`config.mk`:
```
export PLATFORM = sky130hd
export DESIGN_NAME = cell_bucket_list_table_unit
export DESIGN_NICKNAME = d
export VERILOG_FILES = /design/src/rtl/cblt_pkg.sv /design/src/rtl/cblt_cell_mem.sv /design/src/rtl/cblt_node_mem.sv /design/src/rtl/cblt_ctrl.sv /design/src/rtl/cell_bucket_list_table_unit.sv
export SDC_FILE = /design/constraint.sdc
export NUM_CORES = 2
export LEC_CHECK = 0
export BUFFER_PORTS_ARGS = -buffer_cell sky130_fd_sc_hd__buf_4
export CORE_MARGIN = 2
export CORE_UTILIZATION = 30
export CTS_BUF_LIST = sky130_fd_sc_hd__clkbuf_4
export DETAILED_ROUTE_END_ITERATION = 6
export HOLD_SLACK_MARGIN = 0.06
export MAX_ROUTING_LAYER = met4
export SETUP_SLACK_MARGIN = 0.15
export SLEW_MARGIN = 10
export SYNTH_ARGS = -nofsm -noshare
export SYNTH_HDL_FRONTEND = slang
export SYNTH_HIERARCHICAL = 1
export SYNTH_SLANG_ARGS = --single-unit
```
`constraint.sdc`:
```
create_clock -name i_clk -period 5.5 [get_ports i_clk]
set_input_delay 0.55 -clock i_clk [delete_from_list [all_inputs] [get_ports i_clk]]
set_output_delay 0.55 -clock i_clk [all_outputs]
set_load 0.01 [all_outputs]
```
`src/rtl/cblt_pkg.sv`:
```
// Package for the cell bucket list table: sizes, command codes, item types and
// the request/response structs between the controller and the two memories.
// No dependencies.
`default_nettype none

package cblt_pkg;

    localparam int POOL_DEPTH = 64;
    localparam int CELL_COUNT = 64;
    localparam int RESULT_CAP = 64;

    localparam int NODE_W   = $clog2(POOL_DEPTH);
    localparam int CELL_W   = $clog2(CELL_COUNT);
    localparam int CNT_W    = $clog2(RESULT_CAP);
    localparam int MEMBER_W = 6;
    localparam int CMD_W    = 2;
    localparam int CIDX_W   = 6;
    localparam int LIMIT_W  = 7;
    localparam int LIM_CMP_W = (LIMIT_W > NODE_W + 1) ? LIMIT_W : NODE_W + 1;

    localparam logic [LIMIT_W-1:0] LIMIT_RESET = LIMIT_W'(64);
    localparam logic [CNT_W-1:0]   COUNT_MAX   = CNT_W'(RESULT_CAP - 1);

    localparam logic [CMD_W-1:0] CMD_CLEAR = 2'd0;
    localparam logic [CMD_W-1:0] CMD_ADD   = 2'd1;
    localparam logic [CMD_W-1:0] CMD_LIST  = 2'd2;

    typedef enum logic [1:0] {
        ST_IDLE,
        ST_EXEC,
        ST_WALK
    } t_state;

    typedef struct packed {
        logic [CMD_W-1:0]    cmd;
        logic [CIDX_W-1:0]   cell_index;
        logic [MEMBER_W-1:0] member_id;
    } t_in_item;

    typedef struct packed {
        logic [MEMBER_W-1:0] member_out;
        logic                cell_empty;
        logic                last;
        logic                out_of_space;
    } t_out_item;

    typedef struct packed {
        logic              rd_en;
        logic [CELL_W-1:0] rd_addr;
        logic              wr_en;
        logic [CELL_W-1:0] wr_addr;
        logic [NODE_W-1:0] wr_head;
        logic [NODE_W-1:0] wr_tail;
        logic              clr;
    } t_cell_req;

    typedef struct packed {
        logic              vld;
        logic [NODE_W-1:0] head;
        logic [NODE_W-1:0] tail;
    } t_cell_rsp;

    typedef struct packed {
        logic                rd_en;
        logic [NODE_W-1:0]   rd_addr;
        logic                mbr_wr_en;
        logic [NODE_W-1:0]   mbr_wr_addr;
        logic [MEMBER_W-1:0] mbr_wr_data;
        logic                lnk_wr_en;
        logic [NODE_W-1:0]   lnk_wr_addr;
        logic [NODE_W-1:0]   lnk_wr_data;
    } t_node_req;

    typedef struct packed {
        logic [MEMBER_W-1:0] member;
        logic [NODE_W-1:0]   link;
    } t_node_rsp;

endpackage

`default_nettype wire

```
`src/rtl/cblt_cell_mem.sv`:
```
// Per-cell head/tail pointer memory with one valid flop per cell.
// Depends on cblt_pkg.
`default_nettype none

module cblt_cell_mem (
    input  wire logic               i_clk,
    input  wire logic               i_rst_n,
    input  wire cblt_pkg::t_cell_req i_req,
    output cblt_pkg::t_cell_rsp     o_rsp
);
    import cblt_pkg::*;

    logic [NODE_W-1:0]     r_head_mem [CELL_COUNT];
    logic [NODE_W-1:0]     r_tail_mem [CELL_COUNT];
    logic [CELL_COUNT-1:0] r_vld;
    logic [NODE_W-1:0]     r_rsp_head;
    logic [NODE_W-1:0]     r_rsp_tail;
    logic                  r_rsp_vld;

    always_ff @(posedge i_clk) begin
        if (i_req.wr_en) begin
            r_head_mem[i_req.wr_addr] <= i_req.wr_head;
            r_tail_mem[i_req.wr_addr] <= i_req.wr_tail;
        end
        if (i_req.rd_en) begin
            r_rsp_head <= r_head_mem[i_req.rd_addr];
            r_rsp_tail <= r_tail_mem[i_req.rd_addr];
        end
    end

    // valid bits: a clear empties every cell together
    always_ff @(posedge i_clk) begin
        if (!i_rst_n) begin
            r_vld     <= '0;
            r_rsp_vld <= 1'b0;
        end else begin
            if (i_req.clr) begin
                r_vld <= '0;
            end else if (i_req.wr_en) begin
                r_vld[i_req.wr_addr] <= 1'b1;
            end
            if (i_req.rd_en) begin
                r_rsp_vld <= r_vld[i_req.rd_addr];
            end
        end
    end

    assign o_rsp = {r_rsp_vld, r_rsp_head, r_rsp_tail};

endmodule

`default_nettype wire

```
`src/rtl/cblt_node_mem.sv`:
```
// Node pool memories: member id and forward link of each pool node.
// Depends on cblt_pkg.
`default_nettype none

module cblt_node_mem (
    input  wire logic               i_clk,
    input  wire cblt_pkg::t_node_req i_req,
    output cblt_pkg::t_node_rsp     o_rsp
);
    import cblt_pkg::*;

    logic [MEMBER_W-1:0] r_mbr_mem [POOL_DEPTH];
    logic [NODE_W-1:0]   r_lnk_mem [POOL_DEPTH];
    logic [MEMBER_W-1:0] r_rsp_member;
    logic [NODE_W-1:0]   r_rsp_link;

    always_ff @(posedge i_clk) begin
        if (i_req.mbr_wr_en) begin
            r_mbr_mem[i_req.mbr_wr_addr] <= i_req.mbr_wr_data;
        end
        if (i_req.rd_en) begin
            r_rsp_member <= r_mbr_mem[i_req.rd_addr];
        end
    end

    always_ff @(posedge i_clk) begin
        if (i_req.lnk_wr_en) begin
            r_lnk_mem[i_req.lnk_wr_addr] <= i_req.lnk_wr_data;
        end
        if (i_req.rd_en) begin
            r_rsp_link <= r_lnk_mem[i_req.rd_addr];
        end
    end

    assign o_rsp = {r_rsp_member, r_rsp_link};

endmodule

`default_nettype wire

```
`src/rtl/cblt_ctrl.sv`:
```
// Command sequencer: accepts items, drives the cell and node memories,
// walks lists and owns the result register. Depends on cblt_pkg.
`default_nettype none

module cblt_ctrl (
    input  wire logic                i_clk,
    input  wire logic                i_rst_n,
    input  wire logic                i_in_valid,
    output logic                     o_in_stall,
    input  wire cblt_pkg::t_in_item  i_in_data,
    output logic                     o_out_valid,
    input  wire logic                i_out_stall,
    output cblt_pkg::t_out_item      o_out_data,
    input  wire logic                i_cfg_we,
    input  wire logic [cblt_pkg::LIMIT_W-1:0] i_cfg_data,
    output cblt_pkg::t_cell_req      o_cell_req,
    input  wire cblt_pkg::t_cell_rsp i_cell_rsp,
    output cblt_pkg::t_node_req      o_node_req,
    input  wire cblt_pkg::t_node_rsp i_node_rsp
);
    import cblt_pkg::*;

    t_state              r_state, n_state;
    logic [CMD_W-1:0]    r_cmd, n_cmd;
    logic [CELL_W-1:0]   r_cell, n_cell;
    logic [MEMBER_W-1:0] r_member, n_member;
    logic [NODE_W-1:0]   r_node, n_node;
    logic [NODE_W-1:0]   r_tail, n_tail;
    logic [CNT_W-1:0]    r_count, n_count;
    logic [NODE_W-1:0]   r_next_free, n_next_free;
    logic                r_exhausted, n_exhausted;
    logic [LIMIT_W-1:0]  r_limit;
    logic                r_out_vld, n_out_vld;
    t_out_item           r_out, n_out;

    logic                accept;
    logic                slot_free;
    logic                walk_last;
    logic                out_load;
    logic [LIM_CMP_W-1:0] lim_raw;
    logic [LIM_CMP_W-1:0] lim_eff;
    logic [LIM_CMP_W-1:0] node_inc;

    assign o_in_stall = (r_state != ST_IDLE);
    assign accept     = i_in_valid && (r_state == ST_IDLE);
    assign slot_free  = !r_out_vld || !i_out_stall;
    assign walk_last  = (r_node == r_tail) || (r_count == COUNT_MAX);

    // zero behaves as one, anything above the pool saturates
    assign lim_raw  = LIM_CMP_W'(r_limit);
    assign lim_eff  = (lim_raw == '0) ? LIM_CMP_W'(1) :
                      (lim_raw > LIM_CMP_W'(POOL_DEPTH)) ? LIM_CMP_W'(POOL_DEPTH) : lim_raw;
    assign node_inc = LIM_CMP_W'(r_next_free) + LIM_CMP_W'(1);

    always_comb begin
        n_state = r_state;
        case (r_state)
            ST_IDLE: begin
                if (accept && (i_in_data.cmd == CMD_CLEAR || i_in_data.cmd == CMD_ADD ||
                               i_in_data.cmd == CMD_LIST)) begin
                    n_state = ST_EXEC;
                end
            end
            ST_EXEC: begin
                if (slot_free) begin
                    if (r_cmd == CMD_LIST && i_cell_rsp.vld) begin
                        n_state = ST_WALK;
                    end else begin
                        n_state = ST_IDLE;
                    end
                end
            end
            ST_WALK: begin
                if (slot_free && walk_last) begin
                    n_state = ST_IDLE;
                end
            end
            default: n_state = ST_IDLE;
        endcase
    end

    always_comb begin
        o_cell_req  = '0;
        o_node_req  = '0;
        out_load    = 1'b0;
        n_out       = '0;
        n_cmd       = r_cmd;
        n_cell      = r_cell;
        n_member    = r_member;
        n_node      = r_node;
        n_tail      = r_tail;
        n_count     = r_count;
        n_next_free = r_next_free;
        n_exhausted = r_exhausted;
        case (r_state)
            ST_IDLE: begin
                // start the cell read in the transfer cycle
                o_cell_req.rd_en   = accept;
                o_cell_req.rd_addr = CELL_W'(i_in_data.cell_index);
                if (accept) begin
                    n_cmd    = i_in_data.cmd;
                    n_cell   = CELL_W'(i_in_data.cell_index);
                    n_member = i_in_data.member_id;
                end
            end
            ST_EXEC: begin
                if (slot_free) begin
                    case (r_cmd)
                        CMD_CLEAR: begin
                            o_cell_req.clr = 1'b1;
                            n_next_free    = '0;
                            n_exhausted    = 1'b0;
                            out_load       = 1'b1;
                            n_out.last     = 1'b1;
                        end
                        CMD_ADD: begin
                            out_load   = 1'b1;
                            n_out.last = 1'b1;
                            if (r_exhausted) begin
                                n_out.out_of_space = 1'b1;
                            end else begin
                                o_cell_req.wr_en   = 1'b1;
                                o_cell_req.wr_addr = r_cell;
                                o_cell_req.wr_head = i_cell_rsp.vld ? i_cell_rsp.head
                                                                    : r_next_free;
                                o_cell_req.wr_tail = r_next_free;
                                o_node_req.mbr_wr_en   = 1'b1;
                                o_node_req.mbr_wr_addr = r_next_free;
                                o_node_req.mbr_wr_data = r_member;
                                // chain the old tail to the new node
                                o_node_req.lnk_wr_en   = i_cell_rsp.vld;
                                o_node_req.lnk_wr_addr = i_cell_rsp.tail;
                                o_node_req.lnk_wr_data = r_next_free;
                                if (node_inc < lim_eff) begin
                                    n_next_free = r_next_free + NODE_W'(1);
                                end else begin
                                    n_exhausted = 1'b1;
                                end
                            end
                        end
                        CMD_LIST: begin
                            if (i_cell_rsp.vld) begin
                                o_node_req.rd_en   = 1'b1;
                                o_node_req.rd_addr = i_cell_rsp.head;
                                n_node  = i_cell_rsp.head;
                                n_tail  = i_cell_rsp.tail;
                                n_count = '0;
                            end else begin
                                out_load         = 1'b1;
                                n_out.cell_empty = 1'b1;
                                n_out.last       = 1'b1;
                            end
                        end
                        default: begin
                            out_load = 1'b0;
                        end
                    endcase
                end
            end
            ST_WALK: begin
                if (slot_free) begin
                    out_load         = 1'b1;
                    n_out.member_out = i_node_rsp.member;
                    n_out.last       = walk_last;
                    if (!walk_last) begin
                        o_node_req.rd_en   = 1'b1;
                        o_node_req.rd_addr = i_node_rsp.link;
                        n_node  = i_node_rsp.link;
                        n_count = r_count + CNT_W'(1);
                    end
                end
            end
            default: begin
                out_load = 1'b0;
            end
        endcase
    end

    always_comb begin
        if (out_load) begin
            n_out_vld = 1'b1;
        end else if (!i_out_stall) begin
            n_out_vld = 1'b0;
        end else begin
            n_out_vld = r_out_vld;
        end
    end

    always_ff @(posedge i_clk) begin
        if (!i_rst_n) begin
            r_state     <= ST_IDLE;
            r_next_free <= '0;
            r_exhausted <= 1'b0;
            r_limit     <= LIMIT_RESET;
            r_out_vld   <= 1'b0;
        end else begin
            r_state     <= n_state;
            r_next_free <= n_next_free;
            r_exhausted <= n_exhausted;
            r_out_vld   <= n_out_vld;
            if (i_cfg_we) begin
                r_limit <= i_cfg_data;
            end
        end
    end

    always_ff @(posedge i_clk) begin
        r_cmd    <= n_cmd;
        r_cell   <= n_cell;
        r_member <= n_member;
        r_node   <= n_node;
        r_tail   <= n_tail;
        r_count  <= n_count;
        if (out_load) begin
            r_out <= n_out;
        end
    end

    assign o_out_valid = r_out_vld;
    assign o_out_data  = r_out;

endmodule

`default_nettype wire

```
`src/rtl/cell_bucket_list_table_unit.sv`:
```
// Top level of the cell bucket list table.
// Uses cblt_pkg, cblt_ctrl, cblt_cell_mem and cblt_node_mem.
//
// Input channel: i_in_valid / o_in_stall / i_in_data carry one command
// (clear, add, list) per transfer. Output channel: o_out_valid / i_out_stall
// / o_out_data carry result items; the item that ends a command has last set.
// Configuration: i_cfg_we writes i_cfg_data into the pool limit register
// (reset value 64); write it only while the block is idle.
// Timing: the cell pointer memory is read in the transfer cycle. Clear and add
// load their single result in the execute state, once the output register is
// free. A list reads the node memory along the chain, one member per cycle
// while the output is free; an empty cell gives a single cell_empty result.
// Unused command code 3 is dropped in its transfer cycle with no result.
// A result waits in the output register while the receiver stalls; the next
// command may be taken meanwhile, but no new result is loaded until the
// register drains. Reset (synchronous, active low) empties all cells,
// rewinds the pool and restores the limit; no clearing sweep is needed.
`default_nettype none

module cell_bucket_list_table_unit (
    input  wire logic                          i_clk,
    input  wire logic                          i_rst_n,
    input  wire logic                          i_in_valid,
    output logic                               o_in_stall,
    input  wire cblt_pkg::t_in_item            i_in_data,
    output logic                               o_out_valid,
    input  wire logic                          i_out_stall,
    output cblt_pkg::t_out_item                o_out_data,
    input  wire logic                          i_cfg_we,
    input  wire logic [cblt_pkg::LIMIT_W-1:0]  i_cfg_data
);
    import cblt_pkg::*;

    t_cell_req cell_req;
    t_cell_rsp cell_rsp;
    t_node_req node_req;
    t_node_rsp node_rsp;

    cblt_ctrl u_ctrl (
        .i_clk       (i_clk),
        .i_rst_n     (i_rst_n),
        .i_in_valid  (i_in_valid),
        .o_in_stall  (o_in_stall),
        .i_in_data   (i_in_data),
        .o_out_valid (o_out_valid),
        .i_out_stall (i_out_stall),
        .o_out_data  (o_out_data),
        .i_cfg_we    (i_cfg_we),
        .i_cfg_data  (i_cfg_data),
        .o_cell_req  (cell_req),
        .i_cell_rsp  (cell_rsp),
        .o_node_req  (node_req),
        .i_node_rsp  (node_rsp)
    );

    cblt_cell_mem u_cell_mem (
        .i_clk   (i_clk),
        .i_rst_n (i_rst_n),
        .i_req   (cell_req),
        .o_rsp   (cell_rsp)
    );

    cblt_node_mem u_node_mem (
        .i_clk (i_clk),
        .i_req (node_req),
        .o_rsp (node_rsp)
    );

endmodule

`default_nettype wire

```
# After elaboration in Yosys (flattened, before gate mapping)
# Memories as Yosys holds them, arrays and structs flattened. A register that Yosys moved wholly into a read port is not among the register bits.
# Cells that the tools add are included.
# W data, S select, Z words.
[word_totals] ff_bits=123 ramBits=1536 input_bits=26 output_inout_bits=11 word_cells=143 memories=4
[op_classes] n_addsub=3 order_cmp=5 n_eq_ne=18 n_mux=65 bitwise=2 n_reduce_logical=29
[memory_table] memory="u_cell_mem.r_head_mem" depth=64 width=6 read_ports=1 rd_ports_with_merged_regs=1 write_ports=1 line="cblt_cell_mem.sv:13" text="logic [NODE_W-1:0] r_head_mem [CELL_COUNT];"
[memory_table] memory="u_cell_mem.r_tail_mem" depth=64 width=6 read_ports=1 rd_ports_with_merged_regs=1 write_ports=1 line="cblt_cell_mem.sv:14" text="logic [NODE_W-1:0] r_tail_mem [CELL_COUNT];"
[memory_table] memory="u_node_mem.r_lnk_mem" depth=64 width=6 read_ports=1 rd_ports_with_merged_regs=1 write_ports=1 line="cblt_node_mem.sv:13" text="logic [NODE_W-1:0] r_lnk_mem [POOL_DEPTH];"
[memory_table] memory="u_node_mem.r_mbr_mem" depth=64 width=6 read_ports=1 rd_ports_with_merged_regs=1 write_ports=1 line="cblt_node_mem.sv:12" text="logic [MEMBER_W-1:0] r_mbr_mem [POOL_DEPTH];"
[ops] op="$mux W26" count=3
[ops] op="$mux W6" count=13
[ops] op="$or A64 B64 Y64" count=1
[ops] op="$mux W7" count=7
[ops] op="$mux W20" count=2
[ops] op="$mux W19" count=2
[ops] op="$pmux W6 S2" count=3
[ops] op="$mux W33" count=1
[ops] op="$mux W1" count=19
[ops] op="$lt A6 B7 Y1 const B" count=2
[ops] op="$ne A2 B1 Y1 const B" count=7
[ops] op="$pmux W7 S2" count=1
[ops] op="$add A6 B1 Y6 const B" count=2
[ops] op="$mux W2" count=6
[ops] op="$reduce_and A3 Y1" count=4
[ops] op="$pmux W1 S2" count=5
[ops] op="$add A6 B1 Y7 const B" count=1
[ops] op="$gt A7 B7 Y1 const B" count=1
[ops] op="$logic_not A7 Y1" count=1
[ops] op="$lt A7 B7 Y1" count=1
[ops] op="$bmux W1 S6" count=1
[ops] op="$demux W1 S6" count=1
[ops] op="$eq A2 B1 Y1 const B" count=3
[ops] op="$eq A2 B2 Y1 const B" count=3
[ops] op="16 further kinds" count=32

# Longest topological paths before layout
[depth] depth_word=10 depth_mapped=15 depth_no_buf=11

# By module
# Netlist, hierarchy kept.
[by_module_without_submodules] mod="cblt_cell_mem" n_inst=1 cells_per_inst=1396 area_per_inst_um2=32223.4 seq_area_each_um2=24723.7
[by_module_without_submodules] mod="cblt_node_mem" n_inst=1 cells_per_inst=1460 area_per_inst_um2=30604.4 seq_area_each_um2=23422.5
[by_module_without_submodules] mod="cblt_ctrl" n_inst=1 cells_per_inst=278 area_per_inst_um2=3105.5 seq_area_each_um2=1571.5

# Worst setup path before layout
# No wires, ideal clock.
[synth_path] kind="flip-flop to flip-flop" start="reg u_ctrl.r_state[1]" end="mem u_node_mem.r_mbr_mem[63][0] (enable)" setup_time_ns=0.350 t_arrival_ns=3.974 required_ns=5.150 slack_ns=1.176 path_stages_with_launch=12 n_path_buf=3 period_less_slack_ns=4.324 path_cell_list="dfxtp_1 inv_1 ha_1 and2b_1 nand3_1 or2_1 buf_6 nor2_1 buf_4 clkbuf_1 nand4_1 nor2_1"
[synth_rtl] element="start, declared" line="cblt_ctrl.sv:23" text="t_state r_state, n_state;"
[synth_rtl] element="start signal, assigned" line="cblt_ctrl.sv:197" text="r_state <= n_state;"
[synth_rtl] element="end, declared" line="cblt_node_mem.sv:12"

==> results.json <==
{
  "clock_latency_ns": 1.30,
  "drt_iter0_drc": 3294,
  "synth_edf_count": 1601,
  "cts_sinks": 1683,
  "drive_gt1_frac": 0.335,
  "syn-cell-area_um2": 65900,
  "critPathCaptureType": "register",
  "fin_nets": 3655,
  "final_hold_viol_count": 0,
  "dpl_cell_area_um2": 70100,
  "synth_warnings": 6,
  "maxSlewHeadroom": 0.196,
  "syn_inst": 3134,
  "grt_pass1_vias": 34400,
  "cap_violations": 0,
  "cts_max_level": 5,
  "min_path_type": "in2reg",
  "setup_viol": 0,
  "drt-total-wl_mm": 156,
  "synth_area_leaders": "edfxtp_1, mux4_2, dfxtp_1",
  "drc": 0,
  "cts_tree": "done",
  "area_delta_synth_final_pct": 15.1,
  "synthMostInstantiatedCell": "edfxtp_1",
  "die_h_um": 473,
  "route.vias.total": 33400,
  "min_period_ns": 4.37,
  "critical_path.max_fanout": 46,
  "fmax_mhz": 229,
  "die_area_um2": 224000,
  "core_area_um2": 219000,
  "synth_top_cells_by_count": "edfxtp_1, mux4_2, nor2_1, mux2i_1, dfxtp_1",
  "vdd_ir_drop_max_uv": 255,
  "syn_nets": 3171,
  "cts_setup_buffers": 0,
  "arrival_ns": 5.54,
  "ios": 37,
  "wl_per_cell_um": 23.0,
  "cts_buffers": 426,
  "cts_root_buf": "clkbuf_4",
  "ys_ff_latch": 1683,
  "dp.final_hpwl_mm": 93.0,
  "viasPerCell": 4.92,
  "place.gp.congestion": 0.808,
  "ys_seq_area_frac": 0.754,
  "antenna_found_initial": 5,
  "num_rows": 172,
  "synth_ff_type": "edfxtp_1",
  "skew_ns": 0.0721,
  "dr.pass1.iters": 5,
  "ctsLongestPathBuffers": 4,
  "power_density_nw_per_um2": 324,
  "maxSlewViolCount": 0,
  "synth.avg_cell_area_um2": 21.0,
  "start_util": 0.301,
  "portBuffers": 36,
  "async_reset_ff_frac": 0,
  "p_leak_nw": 25.8,
  "yosys.area.top_type_share": 0.729,
  "grt_usage": 0.143,
  "start_kind": "register",
  "finalCritPeriodShare": 0.794,
  "path_class": "reg2reg",
  "holdBufCountCts": 64,
  "rsz0062_at_grt": "false",
  "required_ns": 6.67,
  "cts_resized": 0,
  "ant_nets": 0,
  "outcome": "complete, no violations",
  "grt.overflow.total": 0,
  "worstMarginPinSlew_ns": 1.20,
  "die_w_um": 473,
  "final.setup.tns_ns": 0,
  "grt_pass1_wl_mm": 230,
  "synth_top_cell_by_area": "edfxtp_1",
  "grt_max_degree": 97,
  "clk_pin_slew_ns": 0.06,
  "yosysUniqueCellTypes": 71,
  "finalInstanceArea_um2": 75900
}
metal layers:
layer  wire length, µm  track usage
met1             66500        0.187
met2             76400        0.223
met3             10300       0.0295
met4              3030       0.0425
met5                 0            -
cells by family after synthesis:
kind of cell / share of synthesized area
AO/OA/AOI/OAI: 0.0264
XOR/XNOR: 0.00186
adder cells (fa/ha/maj): 0.00209
buffers and inverters: 0.0161
flip-flops: 0.754
multiplexers: 0.168
AND/OR/NAND/NOR: 0.0318
registers in the layout, indices dropped and copies added (netlist names), 7 cells and up:
register,flops
u_node_mem/r_mbr_mem,384
u_cell_mem/r_tail_mem,384
u_node_mem/r_lnk_mem,384
u_ctrl/lim_raw,7
u_cell_mem/r_head_mem,384
u_cell_mem/r_vld,64
u_ctrl/o_out_data,9
worst paths after layout:
kind                                          startpoint                    to  slack (ns)  cells past startpoint
worst min-delay path                         i_out_stall  u_ctrl/o_out_data[2]        0.32                      4
worst max register to register         u_ctrl/r_state[0]  u_cell_mem/r_rsp_vld        1.13                     11
worst max-delay path                   u_ctrl/r_state[0]  u_cell_mem/r_rsp_vld        1.13                     11
worst min register to register  u_cell_mem/r_rsp_tail[2]      u_ctrl/r_tail[2]        0.46                      0
final cells by class:
type	count	area [µm²]
Antenna cell	9	22.5
Clock buffer	613	4600
Clock inverter	114	512
Fill cell	20500	143000
Inverter	11	46.3
Multi-Input combinational cell	1259	15300
Sequential cell	1683	49700
Tap cell	2871	3590
Timing Repair Buffer	237	2090
through the flow:
stage / utilization / worst slack [ns] / total power, W / std cells / hold WS (ns)
3_3_place_gp: 0.320 / 0.940 / 0.0148 / 5997 / 0.433
5_1_grt: 0.346 / 0.914 / 0.0256 / 6796 / 0.232
3_5_place_dp: 0.320 / 0.880 / 0.0148 / 5997 / 0.450
2_1_floorplan: - / 1.18 / 0.0146 / 3134 / 0.417
6_report: 0.346 / 1.13 / 0.0246 / 6797 / 0.320
4_1_cts: 0.346 / 1.09 / 0.0249 / 6788 / 0.169
report_power, final:
| part | switching, W | internal (W) |
|---|---|---|
| Combinational | 0.000392 | 0.000302 |
| Clock | 0.00486 | 0.00518 |
| Sequential | 0.0000228 | 0.0139 |
cells in the final DEF, fill, tap and decap left out, types with 17 or more instances in the layout:
cell and instances:
buf_4 161, mux4_2 434, dlygate4sd3_1 64, mux2_2 17, a22oi_1 21, nor2_1 226, and2_1 21, edfxtp_1 1601
clkinv_1 94, nand3_1 33, dfxtp_1 82, clkbuf_4 613, a32o_1 17, mux2i_1 107, o21a_1 66, nand2_1 70
o21ai_0 26
critical path, stage by stage (launching register included):
cell,delay (ns)
dfxtp_1,0.33
inv_1,0.08
ha_1,0.15
buf_4,0.21
and2_4,0.69
buf_12,0.43
mux4_2,0.61
a22oi_1,0.22
a21boi_0,0.11
or4_1,0.59
a41o_1,0.26
dlygate4sd3_1,0.54
Power figures use the tool's default switching activity.
